### src/rtl/kpedit_pkg.sv
// ----------------------------------------------------------------------------
// kpedit_pkg
// Types and constants for the keypad edge detector and value editor.
// ----------------------------------------------------------------------------
package kpedit_pkg;

    // Configuration register indexes.
    localparam logic [1:0] CFG_DOWN_KEY_INDEX   = 2'd0;
    localparam logic [1:0] CFG_UP_KEY_INDEX     = 2'd1;
    localparam logic [1:0] CFG_LONG_PRESS_TICKS = 2'd2;

    // Reset values of the configuration registers.
    localparam logic [3:0]  DOWN_KEY_RESET   = 4'd0;
    localparam logic [3:0]  UP_KEY_RESET     = 4'd1;
    localparam logic [15:0] LONG_PRESS_RESET = 16'd50;

    // Auto-repeat period in ticks once the long-press delay has run out.
    localparam logic [15:0] REPEAT_PERIOD = 16'd5;

    // Direction of the key that is currently held.
    typedef enum logic [1:0] {
        DIR_NONE = 2'b00,
        DIR_DOWN = 2'b01,
        DIR_UP   = 2'b10
    } hold_dir_t;

    typedef struct packed {
        logic [3:0]  down_key_index;
        logic [3:0]  up_key_index;
        logic [15:0] long_press_ticks;
    } cfg_t;

    typedef struct packed {
        logic        scan_valid;
        logic [7:0]  scan_byte0;
        logic [7:0]  scan_byte1;
        logic [7:0]  scan_byte2;
        logic [7:0]  scan_byte3;
        logic [15:0] toggle_clear_mask;
        logic [15:0] value_in;
        logic [15:0] value_min;
        logic [15:0] value_max;
    } in_item_t;

    typedef struct packed {
        logic        scan_done;
        logic [15:0] keys_down;
        logic [15:0] keys_pressed;
        logic [15:0] keys_released;
        logic [15:0] keys_toggled;
        logic [15:0] value_out;
    } out_item_t;

    // Remap four raw scan bytes into the key vector. Bits 1 and 4 of each
    // byte form the low byte, bits 0 and 3 form the high byte.
    function automatic logic [15:0] remap_scan(
        input logic [7:0] b0,
        input logic [7:0] b1,
        input logic [7:0] b2,
        input logic [7:0] b3
    );
        return {b0[0], b0[3], b1[0], b1[3], b2[0], b2[3], b3[0], b3[3],
                b0[1], b0[4], b1[1], b1[4], b2[1], b2[4], b3[1], b3[4]};
    endfunction

endpackage

### src/rtl/kpedit_value_editor.sv
// ----------------------------------------------------------------------------
// kpedit_value_editor
// Clamps the edited value and steps it while the down or up key is held,
// with a long-press delay followed by a fixed auto-repeat period.
// ----------------------------------------------------------------------------
module kpedit_value_editor (
    input  logic               aclk,
    input  logic               aresetn,
    input  logic               step_en,
    input  kpedit_pkg::cfg_t   cfg,
    input  logic [15:0]        key_vec,
    input  logic [15:0]        value_in,
    input  logic [15:0]        value_min,
    input  logic [15:0]        value_max,
    output logic [15:0]        value_out
);

    kpedit_pkg::hold_dir_t held_dir_reg, held_dir_next;
    logic [15:0]           hold_cnt_reg, hold_cnt_next;

    logic [15:0] clamp_lo;
    logic [15:0] clamped;
    logic        down_held;
    logic        up_held;
    logic [15:0] cnt_inc;
    logic        repeat_due;
    logic        step_down;
    logic        step_up;

    // Clamp to the minimum first, then to the maximum.
    assign clamp_lo = (value_in < value_min) ? value_min : value_in;
    assign clamped  = (clamp_lo > value_max) ? value_max : clamp_lo;

    assign down_held  = key_vec[cfg.down_key_index];
    assign up_held    = key_vec[cfg.up_key_index];
    assign cnt_inc    = hold_cnt_reg + 16'd1;
    assign repeat_due = (cnt_inc >= cfg.long_press_ticks);

    // Hold tracking: the first tick of a new direction steps at once; after
    // that the counter runs up to the long-press delay and reloads so that
    // the following steps come one repeat period apart.
    always_comb begin
        held_dir_next = held_dir_reg;
        hold_cnt_next = hold_cnt_reg;
        step_down     = 1'b0;
        step_up       = 1'b0;
        if (down_held) begin
            if (clamped > value_min) begin
                if (held_dir_reg != kpedit_pkg::DIR_DOWN) begin
                    held_dir_next = kpedit_pkg::DIR_DOWN;
                    step_down     = 1'b1;
                end else if (repeat_due) begin
                    hold_cnt_next = cfg.long_press_ticks - kpedit_pkg::REPEAT_PERIOD;
                    step_down     = 1'b1;
                end else begin
                    hold_cnt_next = cnt_inc;
                end
            end
        end else if (up_held) begin
            if (clamped < value_max) begin
                if (held_dir_reg != kpedit_pkg::DIR_UP) begin
                    held_dir_next = kpedit_pkg::DIR_UP;
                    step_up       = 1'b1;
                end else if (repeat_due) begin
                    hold_cnt_next = cfg.long_press_ticks - kpedit_pkg::REPEAT_PERIOD;
                    step_up       = 1'b1;
                end else begin
                    hold_cnt_next = cnt_inc;
                end
            end
        end else begin
            held_dir_next = kpedit_pkg::DIR_NONE;
            hold_cnt_next = 16'd0;
        end
    end

    // Stepped result; the limit checks above keep it inside the range.
    always_comb begin
        value_out = clamped;
        if (step_down) begin
            value_out = clamped - 16'd1;
        end else if (step_up) begin
            value_out = clamped + 16'd1;
        end
    end

    // Hold state advances once per accepted transaction.
    always_ff @(posedge aclk) begin
        if (!aresetn) begin
            held_dir_reg <= kpedit_pkg::DIR_NONE;
            hold_cnt_reg <= 16'd0;
        end else if (step_en) begin
            held_dir_reg <= held_dir_next;
            hold_cnt_reg <= hold_cnt_next;
        end
    end

endmodule

### src/rtl/keypad_edge_and_value_editor_core.sv
// ----------------------------------------------------------------------------
// keypad_edge_and_value_editor_core
// Key scan remap with pressed, released and toggle vectors, and an up/down
// value editor with long-press auto-repeat.
// ----------------------------------------------------------------------------
//
//  Channel   Dir  Handshake            Payload
//  -------   ---  -------------------  --------------------------------------
//  s_        in   s_valid / s_ready    s_payload  (kpedit_pkg::in_item_t)
//  m_        out  m_valid / m_ready    m_payload  (kpedit_pkg::out_item_t)
//  cfg_      in   cfg_valid/cfg_ready  cfg_index, cfg_wdata
//
//  One transaction per cycle while s_ready is high; its result is registered
//  on acceptance. All key and editor logic sits between the input port
//  and the output register. Reset returns all key vectors and hold state to
//  zero and the registers to their defaults. A second output register (skid)
//  absorbs one result while m_ready is low; s_ready drops while it is full.
//  Configuration writes are taken in every cycle.
//
module keypad_edge_and_value_editor_core (
    input  logic                    aclk,
    input  logic                    aresetn,

    input  logic                    s_valid,
    output logic                    s_ready,
    input  kpedit_pkg::in_item_t    s_payload,

    output logic                    m_valid,
    input  logic                    m_ready,
    output kpedit_pkg::out_item_t   m_payload,

    input  logic                    cfg_valid,
    output logic                    cfg_ready,
    input  logic [1:0]              cfg_index,
    input  logic [15:0]             cfg_wdata
);

    kpedit_pkg::cfg_t cfg_reg;

    // Key vector; it also serves as the previous scan for edge detection.
    logic [15:0] key_vec_reg, key_vec_next;
    logic [15:0] press_vec_reg, press_vec_next;
    logic [15:0] release_vec_reg, release_vec_next;
    logic [15:0] toggle_vec_reg, toggle_vec_next;

    kpedit_pkg::out_item_t out_reg, skid_reg;
    logic                  out_valid_reg, skid_valid_reg;

    kpedit_pkg::out_item_t result;
    logic [15:0]           scan_now;
    logic [15:0]           toggle_cleared;
    logic [15:0]           edit_value;
    logic                  accept;
    logic                  pop;

    assign s_ready   = !skid_valid_reg;
    assign accept    = s_valid && s_ready;
    assign m_valid   = out_valid_reg;
    assign m_payload = out_reg;
    assign pop       = out_valid_reg && m_ready;
    assign cfg_ready = 1'b1;

    // Configuration register writes.
    always_ff @(posedge aclk) begin
        if (!aresetn) begin
            cfg_reg.down_key_index   <= kpedit_pkg::DOWN_KEY_RESET;
            cfg_reg.up_key_index     <= kpedit_pkg::UP_KEY_RESET;
            cfg_reg.long_press_ticks <= kpedit_pkg::LONG_PRESS_RESET;
        end else if (cfg_valid && cfg_ready) begin
            unique case (cfg_index)
                kpedit_pkg::CFG_DOWN_KEY_INDEX:   cfg_reg.down_key_index   <= cfg_wdata[3:0];
                kpedit_pkg::CFG_UP_KEY_INDEX:     cfg_reg.up_key_index     <= cfg_wdata[3:0];
                kpedit_pkg::CFG_LONG_PRESS_TICKS: cfg_reg.long_press_ticks <= cfg_wdata;
                default: ;
            endcase
        end
    end

    // Toggle clear, then scan remap and edge detection.
    always_comb begin
        scan_now = kpedit_pkg::remap_scan(s_payload.scan_byte0, s_payload.scan_byte1,
                                          s_payload.scan_byte2, s_payload.scan_byte3);
        toggle_cleared   = toggle_vec_reg & ~s_payload.toggle_clear_mask;
        key_vec_next     = key_vec_reg;
        press_vec_next   = press_vec_reg;
        release_vec_next = release_vec_reg;
        toggle_vec_next  = toggle_cleared;
        if (s_payload.scan_valid) begin
            key_vec_next     = scan_now;
            press_vec_next   = scan_now & ~key_vec_reg;
            release_vec_next = ~scan_now & key_vec_reg;
            toggle_vec_next  = toggle_cleared ^ (scan_now & ~key_vec_reg);
        end
    end

    kpedit_value_editor u_editor (
        .aclk      (aclk),
        .aresetn   (aresetn),
        .step_en   (accept),
        .cfg       (cfg_reg),
        .key_vec   (key_vec_next),
        .value_in  (s_payload.value_in),
        .value_min (s_payload.value_min),
        .value_max (s_payload.value_max),
        .value_out (edit_value)
    );

    // Result of the current transaction.
    always_comb begin
        result.scan_done     = s_payload.scan_valid;
        result.keys_down     = key_vec_next;
        result.keys_pressed  = press_vec_next;
        result.keys_released = release_vec_next;
        result.keys_toggled  = toggle_vec_next;
        result.value_out     = edit_value;
    end

    // Key state advances once per accepted transaction.
    always_ff @(posedge aclk) begin
        if (!aresetn) begin
            key_vec_reg     <= 16'd0;
            press_vec_reg   <= 16'd0;
            release_vec_reg <= 16'd0;
            toggle_vec_reg  <= 16'd0;
        end else if (accept) begin
            key_vec_reg     <= key_vec_next;
            press_vec_reg   <= press_vec_next;
            release_vec_reg <= release_vec_next;
            toggle_vec_reg  <= toggle_vec_next;
        end
    end

    // Output register with a skid entry behind it.
    always_ff @(posedge aclk) begin
        if (!aresetn) begin
            out_valid_reg  <= 1'b0;
            skid_valid_reg <= 1'b0;
        end else if (accept) begin
            if (!out_valid_reg || pop) begin
                out_valid_reg <= 1'b1;
            end else begin
                skid_valid_reg <= 1'b1;
            end
        end else if (pop) begin
            if (skid_valid_reg) begin
                skid_valid_reg <= 1'b0;
            end else begin
                out_valid_reg <= 1'b0;
            end
        end
    end

    always_ff @(posedge aclk) begin
        if (accept) begin
            if (!out_valid_reg || pop) begin
                out_reg <= result;
            end else begin
                skid_reg <= result;
            end
        end else if (pop && skid_valid_reg) begin
            out_reg <= skid_reg;
        end
    end

`ifndef ASSERT_OFF
    // The skid entry is only ever filled behind a full output register.
    a_skid_behind_out: assert property (@(posedge aclk) disable iff (!aresetn)
        skid_valid_reg |-> out_valid_reg)
        else $error("skid entry valid while output register is empty");

    // An accepted transaction always leaves a result to present.
    a_accept_gives_result: assert property (@(posedge aclk) disable iff (!aresetn)
        accept |=> m_valid)
        else $error("accepted transaction produced no result");

    // A stalled full output register pushes a new result into the skid entry.
    a_stall_fills_skid: assert property (@(posedge aclk) disable iff (!aresetn)
        (accept && out_valid_reg && !m_ready) |=> skid_valid_reg)
        else $error("result lost while the output was stalled");
`endif

endmodule

### config.mk
export PLATFORM = sky130hd
export DESIGN_NAME = keypad_edge_and_value_editor_core
export DESIGN_NICKNAME = d
export VERILOG_FILES = /design/src/rtl/kpedit_pkg.sv /design/src/rtl/kpedit_value_editor.sv /design/src/rtl/keypad_edge_and_value_editor_core.sv
export SDC_FILE = /design/constraint.sdc
export NUM_CORES = 1
export LEC_CHECK = 0
export BUFFER_PORTS_ARGS = -buffer_cell sky130_fd_sc_hd__buf_2
export CAP_MARGIN = 20
export CORE_ASPECT_RATIO = 1.5
export CORE_MARGIN = 2
export CORE_UTILIZATION = 55
export CTS_CLUSTER_DIAMETER = 80
export DETAILED_ROUTE_END_ITERATION = 7
export GPL_TIMING_DRIVEN = 0
export PLACE_DENSITY_LB_ADDON = 0.25
export SYNTH_ARGS = -nofsm -noshare
export SYNTH_HDL_FRONTEND = slang
export SYNTH_SLANG_ARGS = --single-unit
### constraint.sdc
create_clock -name aclk -period 15.22 [get_ports aclk]
set_input_delay 0.761 -clock aclk [delete_from_list [all_inputs] [get_ports aclk]]
set_output_delay 0.761 -clock aclk [all_outputs]
set_load 0.01 [all_outputs]
; After elaboration in Yosys (flattened, before gate mapping)
; Index checks and enable logic that the tools add are counted.
[totals]
register_bits = 270
in_bits = 120
out_inout_bits = 84
elab_cells = 116
[op_classes]
addsub = 4
n_lt_le_gt_ge = 7
eq_ne = 13
mux = 43
bitwise_logic = 8
n_reduce_logical = 18
[op_table]
columns = operator, n
row1 = two-way mux 81 bit, 3
row2 = two-way mux 16 bit, 15
row3 = bitwise AND 16 bit, 3
row4 = NOT 16 bit, 3
row5 = "adder 16 x 1 -> 16 bit, second input constant", 2
row6 = > comparator 16 bit, 2
row7 = less-than comparator 16 bit, 2
row8 = two-way mux 1 bit, 17
row9 = >= comparator 16 bit, 1
row10 = "subtractor 16 x 1 -> 16 bit, second input constant", 1
row11 = "subtractor 16 x 3 -> 16 bit, second input constant", 1
row12 = XOR 16 bit, 1
row13 = two-way mux 2 bit, 6
row14 = AND reduction 2 bit, 6
row15 = "less-than comparator 4 x 5 -> 1 bit, second input constant", 2
row16 = "!= test 2 bit, second input constant", 5
row17 = AND reduction 5 bit, 2
row18 = "!= test 3 x 2 -> 1 bit, second input constant", 3
row19 = binary-select mux 1 bit (select 4 bit), 2
row20 = "!= test 2 x 1 -> 1 bit, second input constant", 3
row21 = nonzero test 2 bit, 2
row22 = logical AND 1 bit, 3
row23 = AND reduction 3 bit, 1
row24 = "equality test 2 x 1 -> 1 bit, second input constant", 1
row25 = other kinds (5), 6

; Logic depth before layout (Yosys ltp)
; Gate-level depths: netlist (run 1).
[depth]
ltp_word = 12
depth_mapped = 31
depth_no_buf = 26

; Cells and area by module
; From an unflattened synthesis (run 1), not the netlist that was laid out.
[unflattened]
hier_cells = 1503
hier_area_um2 = 15336.0
[modules_own_cells]
columns = module, n_inst, cells_per_inst, area_each_um2, seq_area_each_um2
row1 = keypad_edge_and_value_editor_core, 1, 868, 10388.7, 6666.4
row2 = kpedit_value_editor, 1, 635, 4947.2, 360.3

; Worst setup path after synthesis (run 1)
; No wires, ideal clock.
[synth_path]
path_type = in2reg
from = input port s_payload[29] in the netlist's numbering
to = register u_editor.hold_cnt_reg[10]
setup_ns = 0.128
arrival_time_ns = 6.906
required_time_ns = 15.092
slack_ns = 8.186
stages = 29
n_path_buf = 5
path_cell_list = inv_1 ha_1 a21o_1 a21o_1 a211oi_2 nand3_2 clkbuf_1 nand2_1 o21ai_0 ha_1 nand4_1 or4_4 a31o_1 buf_4 buf_2 a31oi_1 ha_1 a21o_1 a21o_1 a2111oi_0 o21a_1 and4b_1 a22o_1 clkbuf_1 nor3b_1 o21a_1 clkbuf_1 mux2i_1 nor2_1
[synth_via]
elab_chain_cells = 7
elab_cells_between_ends = 9
classes_between = order compare: 4 / eq/ne: 2 / mux: 2 / reduce/logical: 1
[synth_lines]
columns = item, line
row1 = "start, declared", keypad_edge_and_value_editor_core.sv:26  ; input kpedit_pkg::in_item_t s_payload,
row2 = less-than comparator 16 bit, kpedit_value_editor.sv:31  ; assign clamp_lo = (value_in < value_min) ? value_min : value_in;
row3 = two-way mux 16 bit, kpedit_value_editor.sv:31
row4 = > comparator 16 bit, kpedit_value_editor.sv:32  ; assign clamped = (clamp_lo > value_max) ? value_max : clamp_lo;
row5 = two-way mux 16 bit, kpedit_value_editor.sv:32
row6 = less-than comparator 16 bit / > comparator 16 bit (equally long branches), "kpedit_value_editor.sv:60, kpedit_value_editor.sv:48"
row7 = != test 3 x 2 -> 1 bit (no line) / != test 2 bit (equally long branches), n/a
row8 = AND reduction 5 bit (no line) *, n/a
row9 = "end signal, assigned", kpedit_value_editor.sv:94  ; hold_cnt_reg <= hold_cnt_next;
row10 = "end, declared", kpedit_value_editor.sv:19  ; logic [15:0] hold_cnt_reg, hold_cnt_next;
; Mark *: on every way between the ends. The rest lies on a longest branch, timed or not.
; A chain may end at the register's enable or synchronous reset.

; Worst setup path in the final report (run 1)
[layout_path]
from = input port s_payload[31] in the netlist's numbering
to = register u_editor.hold_cnt_reg[1]
; Same word-level chain as after synthesis.

==> impl_metrics.py, run 1 <==
metrics = {
    "run_status": {
        "status": "finished, final reports clean",
    },
    "logic_synthesis": {
        "synth_cell_types": 78,
        "synthMostInstantiatedCell": "nor2_1",
        "synth_adder_area_share": 0.0705,
        "synth_edf_count": 162,
        "synth_area_leaders": "edfxtp_1 (33%), dfxtp_1 (15%), ha_1 (7.1%)",
        "synth_nets": 1692,
        "seq_area_frac_synth": 0.483,
        "netlist_area_sq_um": 14500,
        "synth-compound-area-share": 0.140,
        "ys.flop_type": "edfxtp_1",
        "synth_cells": 1490,
        "yosys.area.top_type": "edfxtp_1",
        "async_flop_share": 0,
        "yosysWarnings": 0,
        "synth_xor_area_frac": 0.0343,
        "synth.area.mux_share": 0.0597,
        "synthSimpleGateAreaFrac": 0.164,
        "ys_ff_latch": 270,
        "synth_top_family_by_area": "simple AND/OR/NAND/NOR gates",
        "synthTopCellsByCount": "nor2_1 (260), edfxtp_1 (162), dfxtp_1 (108)",
        "syn_avg_cell_area_sq_um": 9.76,
        "yosys.area.top_type_share": 0.334,
    },
    "timing": {
        "slew_viol_final": 0,
        "fmax_ghz": 0.112,
        "period_needed_ns": 8.95,
        "worst_pin_slew_ns": 1.03,
        "rsz0062_at_grt": "no",
        "hold_ws_ns": 0.454,
        "clock-skew-final_ns": 0.0216,
        "max_slew_margin": 0.313,
        "min_period_over_period": 0.588,
        "worst_slack_ns": 6.27,
        "tns_ns": 0,
        "hold_viol_final": 0,
        "finalSetupViolCount": 0,
    },
    "placed_design": {
        "io_buffer_count": 186,
        "preCtsSetupSlack_ns": 5.93,
        "globalplace.congestion": 0.979,
        "dp.cells": 2012,
        "hpwl_mm": 32.9,
        "postPlaceCellArea_sq_um": 16000,
    },
    "power": {
        "p_clk_frac": 0.314,
        "p_leak_nw": 6.78,
        "power.switching_mw": 0.555,
        "p_int_mw": 1.31,
        "seq_power_share": 0.461,
        "ir_worst_vdd_v": 0.0000851,
        "power_per_cell_area_nw_per_um2": 111,
        "finalPower_mw": 1.86,
        "swShare": 0.298,
        "comb_power_share": 0.225,
    },
    "global_route": {
        "use_met2": 0.549,
        "antenna_found_initial": 1,
        "grt_max_degree": 44,
        "gr-total-overflow": 0,
        "grt_pass1_vias": 12123,
        "met1_usage": 0.342,
        "use_met3": 0.0360,
        "grt_busiest_layer": "met2",
        "grtUsageTotal": 0.302,
        "grt_pass1_wl_mm": 65.0,
    },
    "cts": {
        "worstSkewPairLatency_ns": 0.53,
        "cts-root-buf": "clkbuf_16",
        "cts_resized": 0,
        "cts_sinks": 270,
        "post_cts_buffers": 0,
        "cts_tree": "built",
        "cts_hold_buffers": 0,
        "cts.clk_slew.worst_paths_ns": 0.06,
        "cts_buffers": 24,
        "cts.htree.levels": 1,
        "clock_path_buffers": 3,
    },
    "floorplanning": {
        "rows": 72,
        "die_x_microns": 137,
        "dieArea_sq_um": 27800,
        "core-area_sq_um": 25900,
        "start_util": 0.563,
        "ioPinCount": 204,
        "die_h_microns": 203,
    },
    "routing": {
        "wl_per_cell_microns": 20.6,
        "ant_nets": 0,
        "drtIter0Drc": 1000,
        "wl_mm": 42.4,
        "vias": 12338,
        "dr.pass1.iters": 8,
        "drc": 0,
        "routed_via_density": 6.00,
    },
    "cells_and_area": {
        "postLayoutCoreUtil": 0.647,
        "fin_area_sq_um": 16700,
        "num-nets-final": 1907,
        "n_antenna_cell": 0,
        "instances_no_fill": 2056,
        "area_growth_syn_to_layout_pct": 15.0,
        "drive_gt1_frac": 0.170,
    },
    "setup_path": {
        "cp.required_ns": 15.68,
        "worst-setup-path-type": "in2reg",
        "slowest_stage": "nor3_1",
        "cp.arrival_ns": 9.41,
        "critPathLaunchType": "input pin",
        "critPathMaxFanout": 10,
        "max_stage_delay_ns": 0.64,
        "endpoint_kind": "flop",
    },
    "job": {
        "cap_violations": 0,
    },
    "min_path": {
        "holdCritPathClass": "reg2reg",
    },
}
-- per-layer routing --
| metal | share of wire | wire, microns | up-vias |
|---|---|---|---|
| met5 | 0.00031 | 13 | - |
| met4 | 0.060 | 2560 | 2 |
| met3 | 0.067 | 2820 | 139 |
| met2 | 0.52 | 21900 | 546 |
| met1 | 0.36 | 15100 | 5844 |
| li1 | - | - | 5807 |
-- worst max-delay path, delay by kind of cell --
kind            cells  cell delay (ns)
compound gates     12             3.17
fa+ha+maj           3             1.15
simple gates        8             2.45
buf+inv             7             1.85
-- cells in the final DEF, fill, tap and decap left out, drive strengths merged, types with 40 or more instances in the layout --
cell type	Yosys	final
a21oi	81	81
xnor2	40	40
clkbuf	54	86
nor2	260	260
dfxtp	108	108
a211oi	45	45
o21ai	52	52
ha	82	82
edfxtp	162	162
inv	101	102
nand2	103	103
buf	19	208
-- logic make-up (layout without fill, tap and decap cells) --
family | after synthesis | in the layout
compound gates | 311 | 311
xor+xnor | 57 | 57
fa+ha+maj | 82 | 82
buf+inv | 174 | 407
flops | 270 | 270
mux | 73 | 73
other cells | 1 | 1
simple gates | 522 | 522
-- power groups by stage --
stage                     combinational, mW  clock [mW]  sequential, mW
after floorplan                       0.255           0           0.883
after global placement                0.398           0           0.877
after detailed placement              0.410           0           0.874
after CTS                             0.413       0.589           0.859
after global routing                  0.458       0.615           0.863
final                                 0.418       0.585           0.859
-- path summary, 6_finish.rpt --
check	start	end	slack (ns)	depth (start not counted)
worst max-delay path	s_payload[31]	u_editor.hold_cnt_reg[1]	6.27	30
worst min-delay path	cfg_reg[12]	cfg_reg[12]	0.45	2
worst max register to register	u_editor.hold_cnt_reg[2]	m_payload[11]	10.22	15
worst min register to register	cfg_reg[12]	cfg_reg[12]	0.45	2
-- area by class of cell --
class | count | area (sq um)
plain buffers | 73 | 314
clock buffers | 32 | 651
clock inverters | 12 | 100
fillers | 2146 | 9140
inverters | 101 | 379
multi-input cells | 1046 | 6840
flip-flops and latches | 270 | 7030
well taps | 333 | 417
repair buffers | 189 | 991
No activity file was read; power rests on OpenSTA's default activity.
==> run 2: changes to the inputs <==
--- a/config.mk
+++ b/config.mk
@@ -9,7 +9,7 @@
 export CAP_MARGIN = 20
 export CORE_ASPECT_RATIO = 1.5
 export CORE_MARGIN = 2
-export CORE_UTILIZATION = 55
+export CORE_UTILIZATION = 53
 export CTS_CLUSTER_DIAMETER = 80
 export DETAILED_ROUTE_END_ITERATION = 7
 export GPL_TIMING_DRIVEN = 0
==> constraint.sdc (replaced) <==
create_clock -name aclk -period 8.2 [get_ports aclk]
set_input_delay 0.41 -clock aclk [delete_from_list [all_inputs] [get_ports aclk]]
set_output_delay 0.41 -clock aclk [all_outputs]
set_load 0.01 [all_outputs]
==> run 2 against run 1 <==
Clock skew up 0.00064 ns; wire length rose by 1.2%; highest routed layer unchanged; register-to-register slack got worse by 7.1 ns; die area grew 3.7%; sequential cell count did not move; combinational power is 86% higher; setup slack got worse by 5.8 ns; critical path depth fell by 1; critical path type unchanged; critical endpoint is now m_payload[5]; via count is 0.36% higher.
==> impl_metrics.py, run 2 (synthesis results as in run 1) <==
metrics = {
    "cells_and_area": {
        "layout_commonest_cell": "nor2_1",
        "multi_input_area_sq_um": 6850,
        "postLayoutCoreUtil": 0.620,
        "most-common-layout-cells": "nor2_1 (260), buf_2 (191), edfxtp_1 (162)",
        "instances_no_fill": 2064,
        "drive_gt1_frac": 0.174,
        "fillers": 2319,
        "n_antenna_cell": 0,
        "seqCellArea_sq_um": 7030,
        "area_growth_syn_to_layout_pct": 15.6,
        "num-nets-final": 1906,
    },
    "placed_design": {
        "dp.cells": 2021,
        "globalplace.congestion": 0.979,
        "hpwl_mm": 32.9,
        "preCtsSetupSlack_ns": -0.229,
        "io_buffer_count": 186,
    },
    "global_route": {
        "antenna_found_initial": 1,
        "gr-total-overflow": 0,
        "grt_max_degree": 56,
        "grt_pass1_wl_mm": 64.8,
        "grtUsageTotal": 0.289,
        "grt_pass1_vias": 12080,
    },
    "run_status": {
        "status": "finished, final reports clean",
    },
    "routing": {
        "drc": 0,
        "ant_nets": 0,
        "wl_per_cell_microns": 20.8,
        "wl_mm": 43.0,
        "routed_via_density": 6.00,
        "vias": 12383,
        "dr.pass1.iters": 5,
        "drtIter0Drc": 921,
    },
    "timing": {
        "slew_viol_final": 0,
        "rsz0062_at_grt": "no",
        "finalSetupViolCount": 0,
        "clock-skew-final_ns": 0.0222,
        "min_period_over_period": 0.937,
        "worst_pin_slew_ns": 1.03,
        "hold_viol_final": 0,
        "period_needed_ns": 7.69,
        "max_slew_margin": 0.316,
        "fmax_ghz": 0.130,
        "worst_slack_ns": 0.513,
    },
    "floorplanning": {
        "core-area_sq_um": 27100,
        "rows": 74,
        "ioPinCount": 204,
        "dieArea_sq_um": 28800,
        "start_util": 0.536,
        "die_h_microns": 207,
        "die_x_microns": 139,
    },
    "cts": {
        "cts.htree.levels": 1,
        "cts-root-buf": "clkbuf_16",
        "cts.clk_slew.worst_paths_ns": 0.07,
        "cts_buffers": 24,
        "cts_sinks": 270,
        "cts_tree": "built",
        "post_cts_buffers": 0,
        "cts_hold_buffers": 0,
        "worstSkewPairLatency_ns": 0.54,
        "clock_path_buffers": 3,
    },
    "power": {
        "ir_worst_vdd_v": 0.000193,
        "p_leak_nw": 6.82,
        "finalPower_mw": 3.55,
        "power_per_cell_area_nw_per_um2": 211,
    },
    "min_path": {
        "holdCritPathClass": "in2reg",
    },
    "setup_path": {
        "cp.arrival_ns": 7.96,
        "slowest_stage": "o21ai_0",
        "worst-setup-path-type": "in2reg",
        "critPathLaunchType": "input pin",
        "cp.required_ns": 8.48,
        "max_stage_delay_ns": 0.63,
        "endpoint_kind": "flop",
        "critPathMaxFanout": 16,
        "cp_common_cell": "ha_1",
    },
    "job": {
        "cap_violations": 0,
    },
}
==> run 2: routing by layer <==
layer  global-route usage  routed length (microns)  share of wire  vias to the layer above
li1                     -                        -              -                     5792
met5                    0                        7        0.00016                        -
met4                0.167                     2700          0.063                        2
met2                0.538                    22000           0.51                      538
met1                0.318                    15800           0.37                     5907
met3               0.0344                     2450          0.057                      144
==> run 2: critical path: cells and delay by family <==
kind | cells | cell delay, ns
AO/OA/AOI/OAI | 8 | 2.73
XOR/XNOR | 1 | 0.18
adder cells (fa/ha/maj) | 3 | 1.01
buffers and inverters | 6 | 1.33
multiplexers | 2 | 0.76
AND/OR/NAND/NOR | 9 | 1.55
==> run 2: cell type report <==
class	instances	share of cell area
flip-flops and latches	270	0.418
clock inverters	10	0.00804
well taps	342	0.0255
inverters	101	0.0225
repair buffers	189	0.0594
plain buffers	72	0.0186
clock buffers	34	0.0405
multi-input cells	1046	0.408
==> run 2: worst paths after layout <==
kind	from	end	slack (ns)	cells after the start
worst min register to register	cfg_reg[15]	cfg_reg[15]	0.45	2
worst min-delay path	cfg_wdata[4]	cfg_reg[4]	0.1	3
worst max register to register	u_editor.hold_cnt_reg[2]	m_payload[5]	3.16	15
worst max-delay path	s_payload[23]	m_payload[5]	0.51	29
==> run 2: repair_timing <==
action,CTS,global route
setup endpoints to repair,0,25
resized for setup,0,5
hold endpoints to repair,0,0
==> run 2: metrics by stage <==
| stage | cell area (sq um) | setup TNS [ns] | hold WS [ns] |
|---|---|---|---|
| 2_1_floorplan | 14500 | 0 | 0.436 |
| 3_3_place_gp | 15900 | -15.69 | 0.446 |
| 3_5_place_dp | 16000 | -2.88 | 0.449 |
| 4_1_cts | 16800 | 0 | 0.0848 |
| 5_1_grt | 16800 | 0 | 0.0959 |
| 6_report | 16800 | 0 | 0.0974 |
==> run 2: power breakdown <==
part           leakage [nW]  internal (mW)  total [mW]  switching [mW]
combinational          4.00          0.282       0.777           0.495
clock                 0.404          0.676        1.17           0.499
sequential             2.42           1.55        1.60          0.0432
total                  6.82           2.51        3.55            1.04
